`config.mk`:
```
export PLATFORM = sky130hd
export DESIGN_NAME = utf8_to_utf16_decoder_core_flat
export DESIGN_NICKNAME = d
export VERILOG_FILES = /design/src/rtl/core/u8u16_pkg.sv /design/src/rtl/core/u8u16_byte_if.sv /design/src/rtl/core/u8u16_unit_if.sv /design/src/rtl/core/utf8_to_utf16_decoder_core.sv /design/src/flat_wrapper.sv
export SDC_FILE = /design/constraint.sdc
export NUM_CORES = 1
export LEC_CHECK = 0
export ABC_AREA = 1
export BUFFER_PORTS_ARGS = -buffer_cell sky130_fd_sc_hd__clkbuf_2
export CORE_MARGIN = 2
export CORE_UTILIZATION = 50
export CTS_BUF_LIST = sky130_fd_sc_hd__clkbuf_2
export DETAILED_ROUTE_END_ITERATION = 7
export PLACE_DENSITY_LB_ADDON = 0.08
export SYNTH_ARGS = -nofsm -noshare
export SYNTH_HDL_FRONTEND = slang
export SYNTH_SLANG_ARGS = --single-unit
```
`constraint.sdc`:
```
create_clock -name clk -period 8.7 [get_ports clk]
set_input_delay 0.87 -clock clk [delete_from_list [all_inputs] [get_ports clk]]
set_output_delay 0.87 -clock clk [all_outputs]
set_load 0.05 [all_outputs]
```
`src/rtl/core/u8u16_pkg.sv`:
```
// Shared constants and types for the UTF-8 to UTF-16 transcoder.
`timescale 1ns / 1ps

package u8u16_pkg;

	localparam int BYTE_W  = 8;
	localparam int UNIT_W  = 16;
	localparam int COUNT_W = 7;
	localparam int PEND_W  = 2;

	// Continuation bytes still expected in the current sequence.
	localparam logic [PEND_W-1:0] PEND_NONE = 2'd0;
	localparam logic [PEND_W-1:0] PEND_ONE  = 2'd1;
	localparam logic [PEND_W-1:0] PEND_TWO  = 2'd2;

	localparam logic [BYTE_W-1:0] NUL_BYTE      = 8'h00;
	localparam logic [BYTE_W-1:0] MASK_TOP1     = 8'h80;
	localparam logic [BYTE_W-1:0] MASK_TOP2     = 8'hC0;
	localparam logic [BYTE_W-1:0] MASK_TOP3     = 8'hE0;
	localparam logic [BYTE_W-1:0] MASK_TOP4     = 8'hF0;
	localparam logic [BYTE_W-1:0] CONT_PREFIX   = 8'h80;
	localparam logic [BYTE_W-1:0] LEAD2_PREFIX  = 8'hC0;
	localparam logic [BYTE_W-1:0] LEAD3_PREFIX  = 8'hE0;
	localparam logic [BYTE_W-1:0] CONT_PAYLOAD  = 8'h3F;
	localparam logic [BYTE_W-1:0] LEAD2_PAYLOAD = 8'h1F;
	localparam logic [BYTE_W-1:0] LEAD3_PAYLOAD = 8'h0F;
	localparam logic [UNIT_W-1:0] TERM_UNIT     = 16'h0000;

	localparam logic [BYTE_W-1:0] CAPACITY_RESET = 8'd255;

	typedef logic [BYTE_W-1:0]  byte_t;
	typedef logic [UNIT_W-1:0]  unit_t;
	typedef logic [COUNT_W-1:0] count_t;
	typedef logic [PEND_W-1:0]  pend_t;

endpackage

```
`src/rtl/core/u8u16_byte_if.sv`:
```
// Valid/ready channel that carries one UTF-8 byte per request.
`timescale 1ns / 1ps

interface u8u16_byte_if;
	logic                     valid;
	logic                     ready;
	logic [u8u16_pkg::BYTE_W-1:0] in_byte;

	modport source (output valid, output in_byte, input ready);
	modport sink   (input valid, input in_byte, output ready);
endinterface

```
`src/rtl/core/u8u16_unit_if.sv`:
```
// Valid/ready channel that carries one UTF-16 code unit per request.
`timescale 1ns / 1ps

interface u8u16_unit_if;
	logic                          valid;
	logic                          ready;
	logic [u8u16_pkg::UNIT_W-1:0]  code_unit;
	logic                          is_last;
	logic [u8u16_pkg::COUNT_W-1:0] unit_total;

	modport source (output valid, output code_unit, output is_last, output unit_total,
		input ready);
	modport sink   (input valid, input code_unit, input is_last, input unit_total,
		output ready);
endinterface

```
`src/rtl/core/utf8_to_utf16_decoder_core.sv`:
```
// UTF-8 to UTF-16 (basic multilingual plane) stream transcoder, top level.
`timescale 1ns / 1ps

// Takes a NUL-terminated UTF-8 string one byte per request and returns one
// 16-bit code unit per completed one-, two- or three-byte sequence, plus a
// zero terminator unit (is_last high, unit_total = units including the
// terminator) for every NUL byte. The decode step is a single level of
// logic between the per-string state registers and the output register, so
// a byte is accepted in every cycle in which the output register is empty or
// is being drained. Results are registered and appear in the cycle after the
// byte that completes them. Four-byte leads, stray continuation bytes and bad
// continuations stop the string; later bytes up to the NUL are dropped, as
// are bytes once capacity_bytes/2-1 units (clamped at zero) are written.
// Overlong forms pass through unchanged. The capacity register resets to
// 255 and is read live: a write applies from the next byte.
module utf8_to_utf16_decoder_core (
	input  logic                          clk,
	input  logic                          arst_n,
	input  logic                          cfg_wr_en,
	input  logic [u8u16_pkg::BYTE_W-1:0]  cfg_wr_data,
	u8u16_byte_if.sink                    byte_in,
	u8u16_unit_if.source                  unit_out
);
	import u8u16_pkg::*;

	// Configuration and per-string state.
	byte_t  capacity_q;
	pend_t  pending_q;
	unit_t  partial_q;
	count_t written_q;
	logic   stopped_q;

	// Output register.
	logic   out_valid_q;
	unit_t  out_unit_q;
	logic   out_last_q;
	count_t out_total_q;

	// Step logic.
	byte_t  b;
	logic   accept;
	count_t cap_half;
	count_t usable;
	pend_t  pending_d;
	unit_t  partial_d;
	count_t written_d;
	logic   stopped_d;
	logic   emit;
	unit_t  emit_unit;
	logic   emit_last;
	count_t emit_total;
	count_t written_inc;

	// Advance whenever the output register is free or drains this cycle.
	assign byte_in.ready = !out_valid_q || unit_out.ready;
	assign accept        = byte_in.valid && byte_in.ready;
	assign b             = byte_in.in_byte;

	// Usable units: half the byte capacity minus one, clamped at zero.
	assign cap_half    = capacity_q[BYTE_W-1:1];
	assign usable      = (cap_half == '0) ? '0 : count_t'(cap_half - count_t'(1));
	assign written_inc = count_t'(written_q + count_t'(1));

	always_comb begin
		pending_d  = pending_q;
		partial_d  = partial_q;
		written_d  = written_q;
		stopped_d  = stopped_q;
		emit       = 1'b0;
		emit_unit  = TERM_UNIT;
		emit_last  = 1'b0;
		emit_total = '0;
		if (b == NUL_BYTE) begin
			// Terminator: report the total and clear the string state.
			emit       = 1'b1;
			emit_last  = 1'b1;
			emit_total = written_inc;
			pending_d  = PEND_NONE;
			partial_d  = '0;
			written_d  = '0;
			stopped_d  = 1'b0;
		end else if (stopped_q) begin
			// Drop everything up to the NUL.
		end else if (pending_q != PEND_NONE) begin
			if ((b & MASK_TOP2) != CONT_PREFIX) begin
				// Bad continuation: drop the partial unit and stop.
				pending_d = PEND_NONE;
				partial_d = '0;
				stopped_d = 1'b1;
			end else if (pending_q == PEND_TWO) begin
				partial_d = partial_q | {4'h0, b[5:0], 6'h00};
				pending_d = PEND_ONE;
			end else begin
				pending_d = PEND_NONE;
				partial_d = '0;
				emit      = 1'b1;
				emit_unit = partial_q | {10'h000, b[5:0]};
				written_d = written_inc;
			end
		end else if (written_q >= usable) begin
			// Capacity full: hold off new sequences until the NUL.
			stopped_d = 1'b1;
		end else if ((b & MASK_TOP1) == NUL_BYTE) begin
			emit      = 1'b1;
			emit_unit = {8'h00, b};
			written_d = written_inc;
		end else if ((b & MASK_TOP3) == LEAD2_PREFIX) begin
			partial_d = {5'h00, b[4:0], 6'h00};
			pending_d = PEND_ONE;
		end else if ((b & MASK_TOP4) == LEAD3_PREFIX) begin
			partial_d = {b[3:0], 12'h000};
			pending_d = PEND_TWO;
		end else begin
			// Four-byte lead or stray continuation: stop the string.
			stopped_d = 1'b1;
		end
	end

	always_ff @(posedge clk or negedge arst_n) begin
		if (!arst_n) begin
			capacity_q <= CAPACITY_RESET;
		end else if (cfg_wr_en) begin
			capacity_q <= cfg_wr_data;
		end
	end

	always_ff @(posedge clk or negedge arst_n) begin
		if (!arst_n) begin
			pending_q <= PEND_NONE;
			partial_q <= '0;
			written_q <= '0;
			stopped_q <= 1'b0;
		end else if (accept) begin
			pending_q <= pending_d;
			partial_q <= partial_d;
			written_q <= written_d;
			stopped_q <= stopped_d;
		end
	end

	// Load a new result on accept, otherwise drop the valid once it drains.
	always_ff @(posedge clk or negedge arst_n) begin
		if (!arst_n) begin
			out_valid_q <= 1'b0;
		end else if (accept) begin
			out_valid_q <= emit;
		end else if (unit_out.ready) begin
			out_valid_q <= 1'b0;
		end
	end

	always_ff @(posedge clk) begin
		if (accept && emit) begin
			out_unit_q  <= emit_unit;
			out_last_q  <= emit_last;
			out_total_q <= emit_total;
		end
	end

	assign unit_out.valid      = out_valid_q;
	assign unit_out.code_unit  = out_unit_q;
	assign unit_out.is_last    = out_last_q;
	assign unit_out.unit_total = out_total_q;

endmodule

```
`src/flat_wrapper.sv`:
```
// flat-port wrapper written by rule: the top's interface ports become plain ports
module utf8_to_utf16_decoder_core_flat import u8u16_pkg::*;
  (clk, arst_n, cfg_wr_en, cfg_wr_data, byte_in_valid, byte_in_in_byte, byte_in_ready, unit_out_valid, unit_out_code_unit, unit_out_is_last, unit_out_unit_total, unit_out_ready);
  u8u16_byte_if byte_in_i ();
  u8u16_unit_if unit_out_i ();
  input  logic clk;
  input  logic arst_n;
  input  logic cfg_wr_en;
  input  logic [u8u16_pkg::BYTE_W-1:0] cfg_wr_data;
  input wire logic [$bits(byte_in_i.valid)-1:0] byte_in_valid;
  input wire logic [$bits(byte_in_i.in_byte)-1:0] byte_in_in_byte;
  output wire logic [$bits(byte_in_i.ready)-1:0] byte_in_ready;
  output wire logic [$bits(unit_out_i.valid)-1:0] unit_out_valid;
  output wire logic [$bits(unit_out_i.code_unit)-1:0] unit_out_code_unit;
  output wire logic [$bits(unit_out_i.is_last)-1:0] unit_out_is_last;
  output wire logic [$bits(unit_out_i.unit_total)-1:0] unit_out_unit_total;
  input wire logic [$bits(unit_out_i.ready)-1:0] unit_out_ready;
  assign byte_in_i.valid = byte_in_valid;
  assign byte_in_i.in_byte = byte_in_in_byte;
  assign byte_in_ready = byte_in_i.ready;
  assign unit_out_valid = unit_out_i.valid;
  assign unit_out_code_unit = unit_out_i.code_unit;
  assign unit_out_is_last = unit_out_i.is_last;
  assign unit_out_unit_total = unit_out_i.unit_total;
  assign unit_out_i.ready = unit_out_ready;
  utf8_to_utf16_decoder_core u_core (.clk(clk), .arst_n(arst_n), .cfg_wr_en(cfg_wr_en), .cfg_wr_data(cfg_wr_data), .byte_in(byte_in_i), .unit_out(unit_out_i));
endmodule
```
Word level (Yosys, flattened, before mapping)
Index checks and enable logic that the tools add are counted.
{ "word_totals": {"regBits": 59, "latchBits": 0, "ramBits": 0, "romBits": 0, "input_bits": 21, "out_inout_bits": 26, "word_cells": 86, "memories": 0} }
{ "classes": {"add_sub_neg": 2, "mul": 0, "div": 0, "order_cmp": 1, "eq_ne": 9, "shifts": 0, "mux": 49, "bitwise_logic": 2, "n_reduce_logical": 14} }
{ "op_table": {"columns": ["op", "count"], "rows": [
  ["$mux W16", 13],
  ["$mux W7", 8],
  ["$mux W1", 19],
  ["$logic_not A8 Y1", 2],
  ["$mux W2", 8],
  ["$or A16 B12 Y16", 1],
  ["$or A16 B6 Y16", 1],
  ["$mux W8", 1],
  ["$add A7 B1 Y7 const B", 1],
  ["$ge A7 B7 Y1", 1],
  ["$logic_not A7 Y1", 1],
  ["$sub A7 B1 Y7 const B", 1],
  ["$ne A3 B1 Y1 const B", 2],
  ["$ne A3 B2 Y1 const B", 2],
  ["$reduce_and A6 Y1", 1],
  ["$reduce_and A5 Y1", 1],
  ["$eq A4 B4 Y1 const B", 1],
  ["$ne A2 B2 Y1 const B", 2],
  ["$reduce_bool A2 Y1", 2],
  ["$reduce_bool A4 Y1", 1],
  ["$eq A3 B3 Y1 const B", 1],
  ["$reduce_bool A3 Y1", 1],
  ["$eq A2 B2 Y1 const B", 1],
  ["$logic_and A1 B1 Y1", 2],
  ["3 further kinds", 3]
]} }

Logic depth before layout (Yosys ltp)
{ "depth": {"ltp_word": 8, "mapped_depth": 20} }

Worst setup path before layout
No wires, ideal clock.
{ "synth_timing": {"kind": "reg-to-reg", "start": "register u_core.capacity_q[1]", "end": "register u_core.out_unit_q[0], in the netlist u_core.unit_out.code_unit[0], enable pin", "arrival_ns": 2.624, "required_ns": 8.320, "slack_ns": 5.696, "stages_incl_launch_ff": 18, "path_buffers": 0, "period_less_slack_ns": 3.004, "cell_sequence": "dfstp_2 > inv_1 > ha_1 > nand2_1 > inv_1 > nand3_1 > nor2_1 > or2_2 > ha_1 > nand2_1 > inv_1 > nand2_1 > nand2_1 > nand2_1 > nand2_1 > nand2_4 > nand2_2 > inv_1"} }
{ "synth_via": {"elab_chain_cells": 8} }
{ "synth_rtl": {"columns": ["element", "line", "source"], "rows": [
  ["start, declared", "utf8_to_utf16_decoder_core.sv:27", "byte_t capacity_q;"],
  ["start signal, assigned", "utf8_to_utf16_decoder_core.sv:123", "capacity_q <= cfg_wr_data;"],
  ["$sub A7 B1 Y7 / $logic_not A7 Y1 (equally long branches)", "utf8_to_utf16_decoder_core.sv:61", "assign usable = (cap_half == '0) ? '0 : count_t'(cap_half - count_t'(1));"],
  ["$mux W7 *", "utf8_to_utf16_decoder_core.sv:61", null],
  ["$ge A7 B7 Y1 *", "utf8_to_utf16_decoder_core.sv:100", "end else if (written_q >= usable) begin"],
  ["$mux W1 *", "utf8_to_utf16_decoder_core.sv:100", null],
  ["$mux W1 *", "utf8_to_utf16_decoder_core.sv:84", "end else if (pending_q != PEND_NONE) begin"],
  ["$mux W1 *", "utf8_to_utf16_decoder_core.sv:82", "end else if (stopped_q) begin"],
  ["$mux W1 *", "utf8_to_utf16_decoder_core.sv:73", "if (b == NUL_BYTE) begin"],
  ["$logic_and A1 B1 Y1 *", "utf8_to_utf16_decoder_core.sv:153", "if (accept && emit) begin"],
  ["end signal, assigned", "utf8_to_utf16_decoder_core.sv:154", "out_unit_q <= emit_unit;"],
  ["end, declared", "utf8_to_utf16_decoder_core.sv:35", "unit_t out_unit_q;"]
]} }
Every way passes the cells marked *; elsewhere a longest branch is shown, timed or not.
A chain may end at the register's enable or synchronous reset.

Worst setup path after layout
{ "layout_timing": {"start": "register u_core.capacity_q[1]", "end": "register u_core.out_total_q[6], in the netlist u_core.unit_out.unit_total[6], enable pin"} }
{ "layout_via": {"elab_chain_cells": 8} }
{ "layout_rtl": {"columns": ["element", "line", "source"], "rows": [
  ["$sub A7 B1 Y7 / $logic_not A7 Y1 (equally long branches)", "utf8_to_utf16_decoder_core.sv:61", null],
  ["$mux W7 *", "utf8_to_utf16_decoder_core.sv:61", null],
  ["$ge A7 B7 Y1 *", "utf8_to_utf16_decoder_core.sv:100", null],
  ["$mux W1 *", "utf8_to_utf16_decoder_core.sv:100", null],
  ["$mux W1 *", "utf8_to_utf16_decoder_core.sv:84", null],
  ["$mux W1 *", "utf8_to_utf16_decoder_core.sv:82", null],
  ["$mux W1 *", "utf8_to_utf16_decoder_core.sv:73", null],
  ["$logic_and A1 B1 Y1 *", "utf8_to_utf16_decoder_core.sv:153", null],
  ["end signal, assigned", "utf8_to_utf16_decoder_core.sv:156", "out_total_q <= emit_total;"],
  ["end, declared", "utf8_to_utf16_decoder_core.sv:37", "count_t out_total_q;"]
]} }
Marks and branches as above.

==> key figures <==
Floorplanning
  • Die Width: 79.05 um
  • Row count: 27
  • Core area: 5473 sq um
  • Starting density of the core: 0.5146
  • Die H: 79.05 um
  • I/O pin cnt: 47
  • Die footprint: 6249 sq um

Route
  • Routed WL: 5185 um
  • Final ANT Viol Nets: 0
  • DR vias/cell: 4.831
  • Routed length per placed instance: 11.65 um
  • Starting DRT DRC Count: 120
  • Drt pass-1 iters: 4
  • Residual DRC: 0
  • Via count: 2150

Clock network
  • Total CTS buffers: 5
  • CTS Buffer Depth: 2
  • CTS Root Cell: clkbuf_2
  • CTS tree: done
  • Clock sinks: 52
  • CTS hold repair buffers: 0
  • Post-CTS sizing: 0
  • Clock Latency Late Sink: 0.43 ns
  • CTS HTree Levels: 2
  • Clock transition at path regs: 0.25 ns
  • Setup bufs post-CTS: 0

Timing
  • RSZ-0062 raised after global routing: no
  • Max-slew violations: 0
  • Min Hold Slack: 0.4359 ns
  • Worst slew margin: 0.3374
  • Fin crit share: 0.4130
  • Final min period: 3.593 ns
  • Fin Setup TNS: 0 ns
  • Final hold viol count: 0
  • Setup Skew: 0.02320 ns
  • Final setup violation count: 0
  • Max frequency: 278.3 MHz
  • Actual slew at the worst max-slew pin: 0.9928 ns

Synthesis
  • Cells after synthesis: 324
  • Synth area leaders: edfxtp_1, dfrtp_1, nand2_1, dfstp_2, inv_1
  • Average size of a mapped cell: 8.693 sq um
  • Yosys top cell area share: 0.2559
  • XOR/XNOR Fraction of Synth Area: 0.006219
  • Post-synth top cells: nand2_1, inv_1, nor2_1
  • Post-synth EDFFs: 24
  • Predominant post-synthesis flop cell: edfxtp_1
  • Mapped Area: 2816 sq um
  • Synth Area in Simple Gates: 0.2657
  • Mux cell area share after synthesis: 0.007996
  • Ys async rst share: 0.5385
  • Top cell type by total area after synthesis: edfxtp_1
  • Sequential area share after synthesis: 0.5078
  • Adder-Cell Fraction of Synth Area: 0.03998
  • Post-synth cell types: 35
  • Post-synthesis compound-gate area fraction: 0.1013
  • Seq cells post-synth: 52
  • Main combinational cell family by area after synthesis: simple AND/OR/NAND/NOR gates
  • Most common cell in the netlist: nand2_1
  • Warnings from Yosys: 0
  • Syn_nets: 354

Worst setup path
  • CP Class: reg2reg
  • Critical path peak fanout: 26
  • CP max-delay cell: inv_1
  • Worst r2r dst: u_core.unit_out.unit_total[6]
  • CP required: 8.78 ns
  • Cell Chain, Critical Path: inv_1, ha_1, nand2_1, inv_1, nand3_1, nor2_1, or2_2, ha_1, nand2_1, inv_1, nand2_1, nand2_1, nand2_1, nand2_1, nand2_4, nand2_2, inv_1
  • Data arrival time of the critical path: 3.67 ns
  • R2R Path Start: u_core.capacity_q[1]
  • CP top delay family: simple AND/OR/NAND/NOR gates
  • Worst path max stage delay: 0.79 ns
  • Most Frequent Cell on Critical Path: nand2_1
  • R2r worst-path depth: 17
  • Reg2reg setup slack: 5.11 ns
  • Crit start category: flop
  • CP Buf/Inv Count: 4
  • CP Capture Type: flop

Cells and area
  • Area occupied by registers: 1430 sq um
  • Final Instance Area: 3141 sq um
  • Nets: 402
  • P&R area growth vs syn: 11.51%
  • Share of cells above drive strength 1: 0.2627
  • Layout Utilization: 0.5738
  • Multi-input logic area: 1186 sq um
  • Filler cells: 541
  • # diodes: 0

Min path
  • HP Class: in2async

Placement
  • Area post-placement: 3100 sq um
  • Number of port buffers: 45
  • Hpwl dp: 3892 um
  • RD Place Congestion: 0.8271

GRT
  • Vias in the first global route: 1953
  • Initial antenna violation count: 0
  • Largest net degree at the start of global routing: 29
  • Global-route wire length before repair: 8907 um
  • GR Overflow Total: 0
  • Gr usage total: 0.1849

Status
  • Status: finished, final reports clean

Power
  • P_leak: 1.502 nW
  • Worst vdd ir: 0.06457 mV
  • Power density cells: 135.7 nW/um^2
  • Total power: 0.4261 mW

Job
  • MaxCap Viol Count: 0
-- cell type report --
type / count / area share
sequential: 52 / 0.4554
multi-input combinational: 223 / 0.3777
timing repair buffer: 45 / 0.07171
inverter: 45 / 0.05378
tap: 72 / 0.02869
clock buffer: 7 / 0.01116
clock inverter: 1 / 0.001594
-- worst max-delay path by stage --
stage                               from                            end  slack (ns)  depth (start not counted)
CTS                 u_core.capacity_q[1]  u_core.unit_out.unit_total[6]        5.01                         17
floorplan           u_core.capacity_q[1]   u_core.unit_out.code_unit[0]        5.70                         17
global route        u_core.capacity_q[1]   u_core.unit_out.code_unit[8]        4.72                         16
detailed placement  u_core.capacity_q[1]   u_core.unit_out.code_unit[8]        5.04                         17
finish              u_core.capacity_q[1]  u_core.unit_out.unit_total[6]        5.11                         17
global placement    u_core.capacity_q[1]   u_core.unit_out.code_unit[8]        5.12                         17
-- cell families (layout without fill, tap and decap cells) --
family / count (synthesis) / after routing
flip-flops: 52 / 52
adder cells (fa/ha/maj): 9 / 9
AND/OR/NAND/NOR: 167 / 167
multiplexers: 2 / 2
AO/OA/AOI/OAI: 43 / 43
XOR/XNOR: 2 / 2
buffers and inverters: 49 / 98
-- routing by layer --
layer / share of wire / track usage / up-vias
met5: 0 / 0 / -
met4: 0.012 / 0.06724 / 0
met3: 0.033 / 0.03409 / 5
met2: 0.46 / 0.2881 / 38
met1: 0.49 / 0.2596 / 974
li1: - / - / 1133
-- state kept, by name, indices dropped and copies added (netlist names) --
register	flops
u_core.unit_out.code_unit	16
u_core.unit_out.is_last	1
u_core.written_q	7
u_core.partial_q	10
u_core.unit_out.unit_total	7
u_core.unit_out.valid	1
u_core.pending_q	2
u_core.capacity_q	7
u_core.stopped_q	1
-- power by group --
group / internal [mW] / total, mW / switching [mW]
clock: 0.0219 / 0.0947 / 0.0728
combinational: 0.0224 / 0.0622 / 0.0398
sequential: 0.264 / 0.269 / 0.00514
total: 0.308 / 0.426 / 0.118
-- cells in the final DEF (no fill, tap or decap), types with 3 or more instances in the layout --
master,n
a21oi_1,7
clkbuf_2,52
dfrtp_1,21
dfstp_2,7
edfxtp_1,24
ha_1,9
inv_1,43
nand2_1,82
nand2_2,6
nand2_4,3
nand3_1,18
nor2_1,41
nor2_2,4
nor3_1,5
o21ai_0,15
o21ai_2,14
-- per-stage QoR --
step	setup slack, ns	instances
floorplan	5.696	324
global placement	5.120	437
detailed placement	5.042	437
CTS	5.009	445
global route	4.717	445
finish	5.107	445
Power figures use the tool's default switching activity.
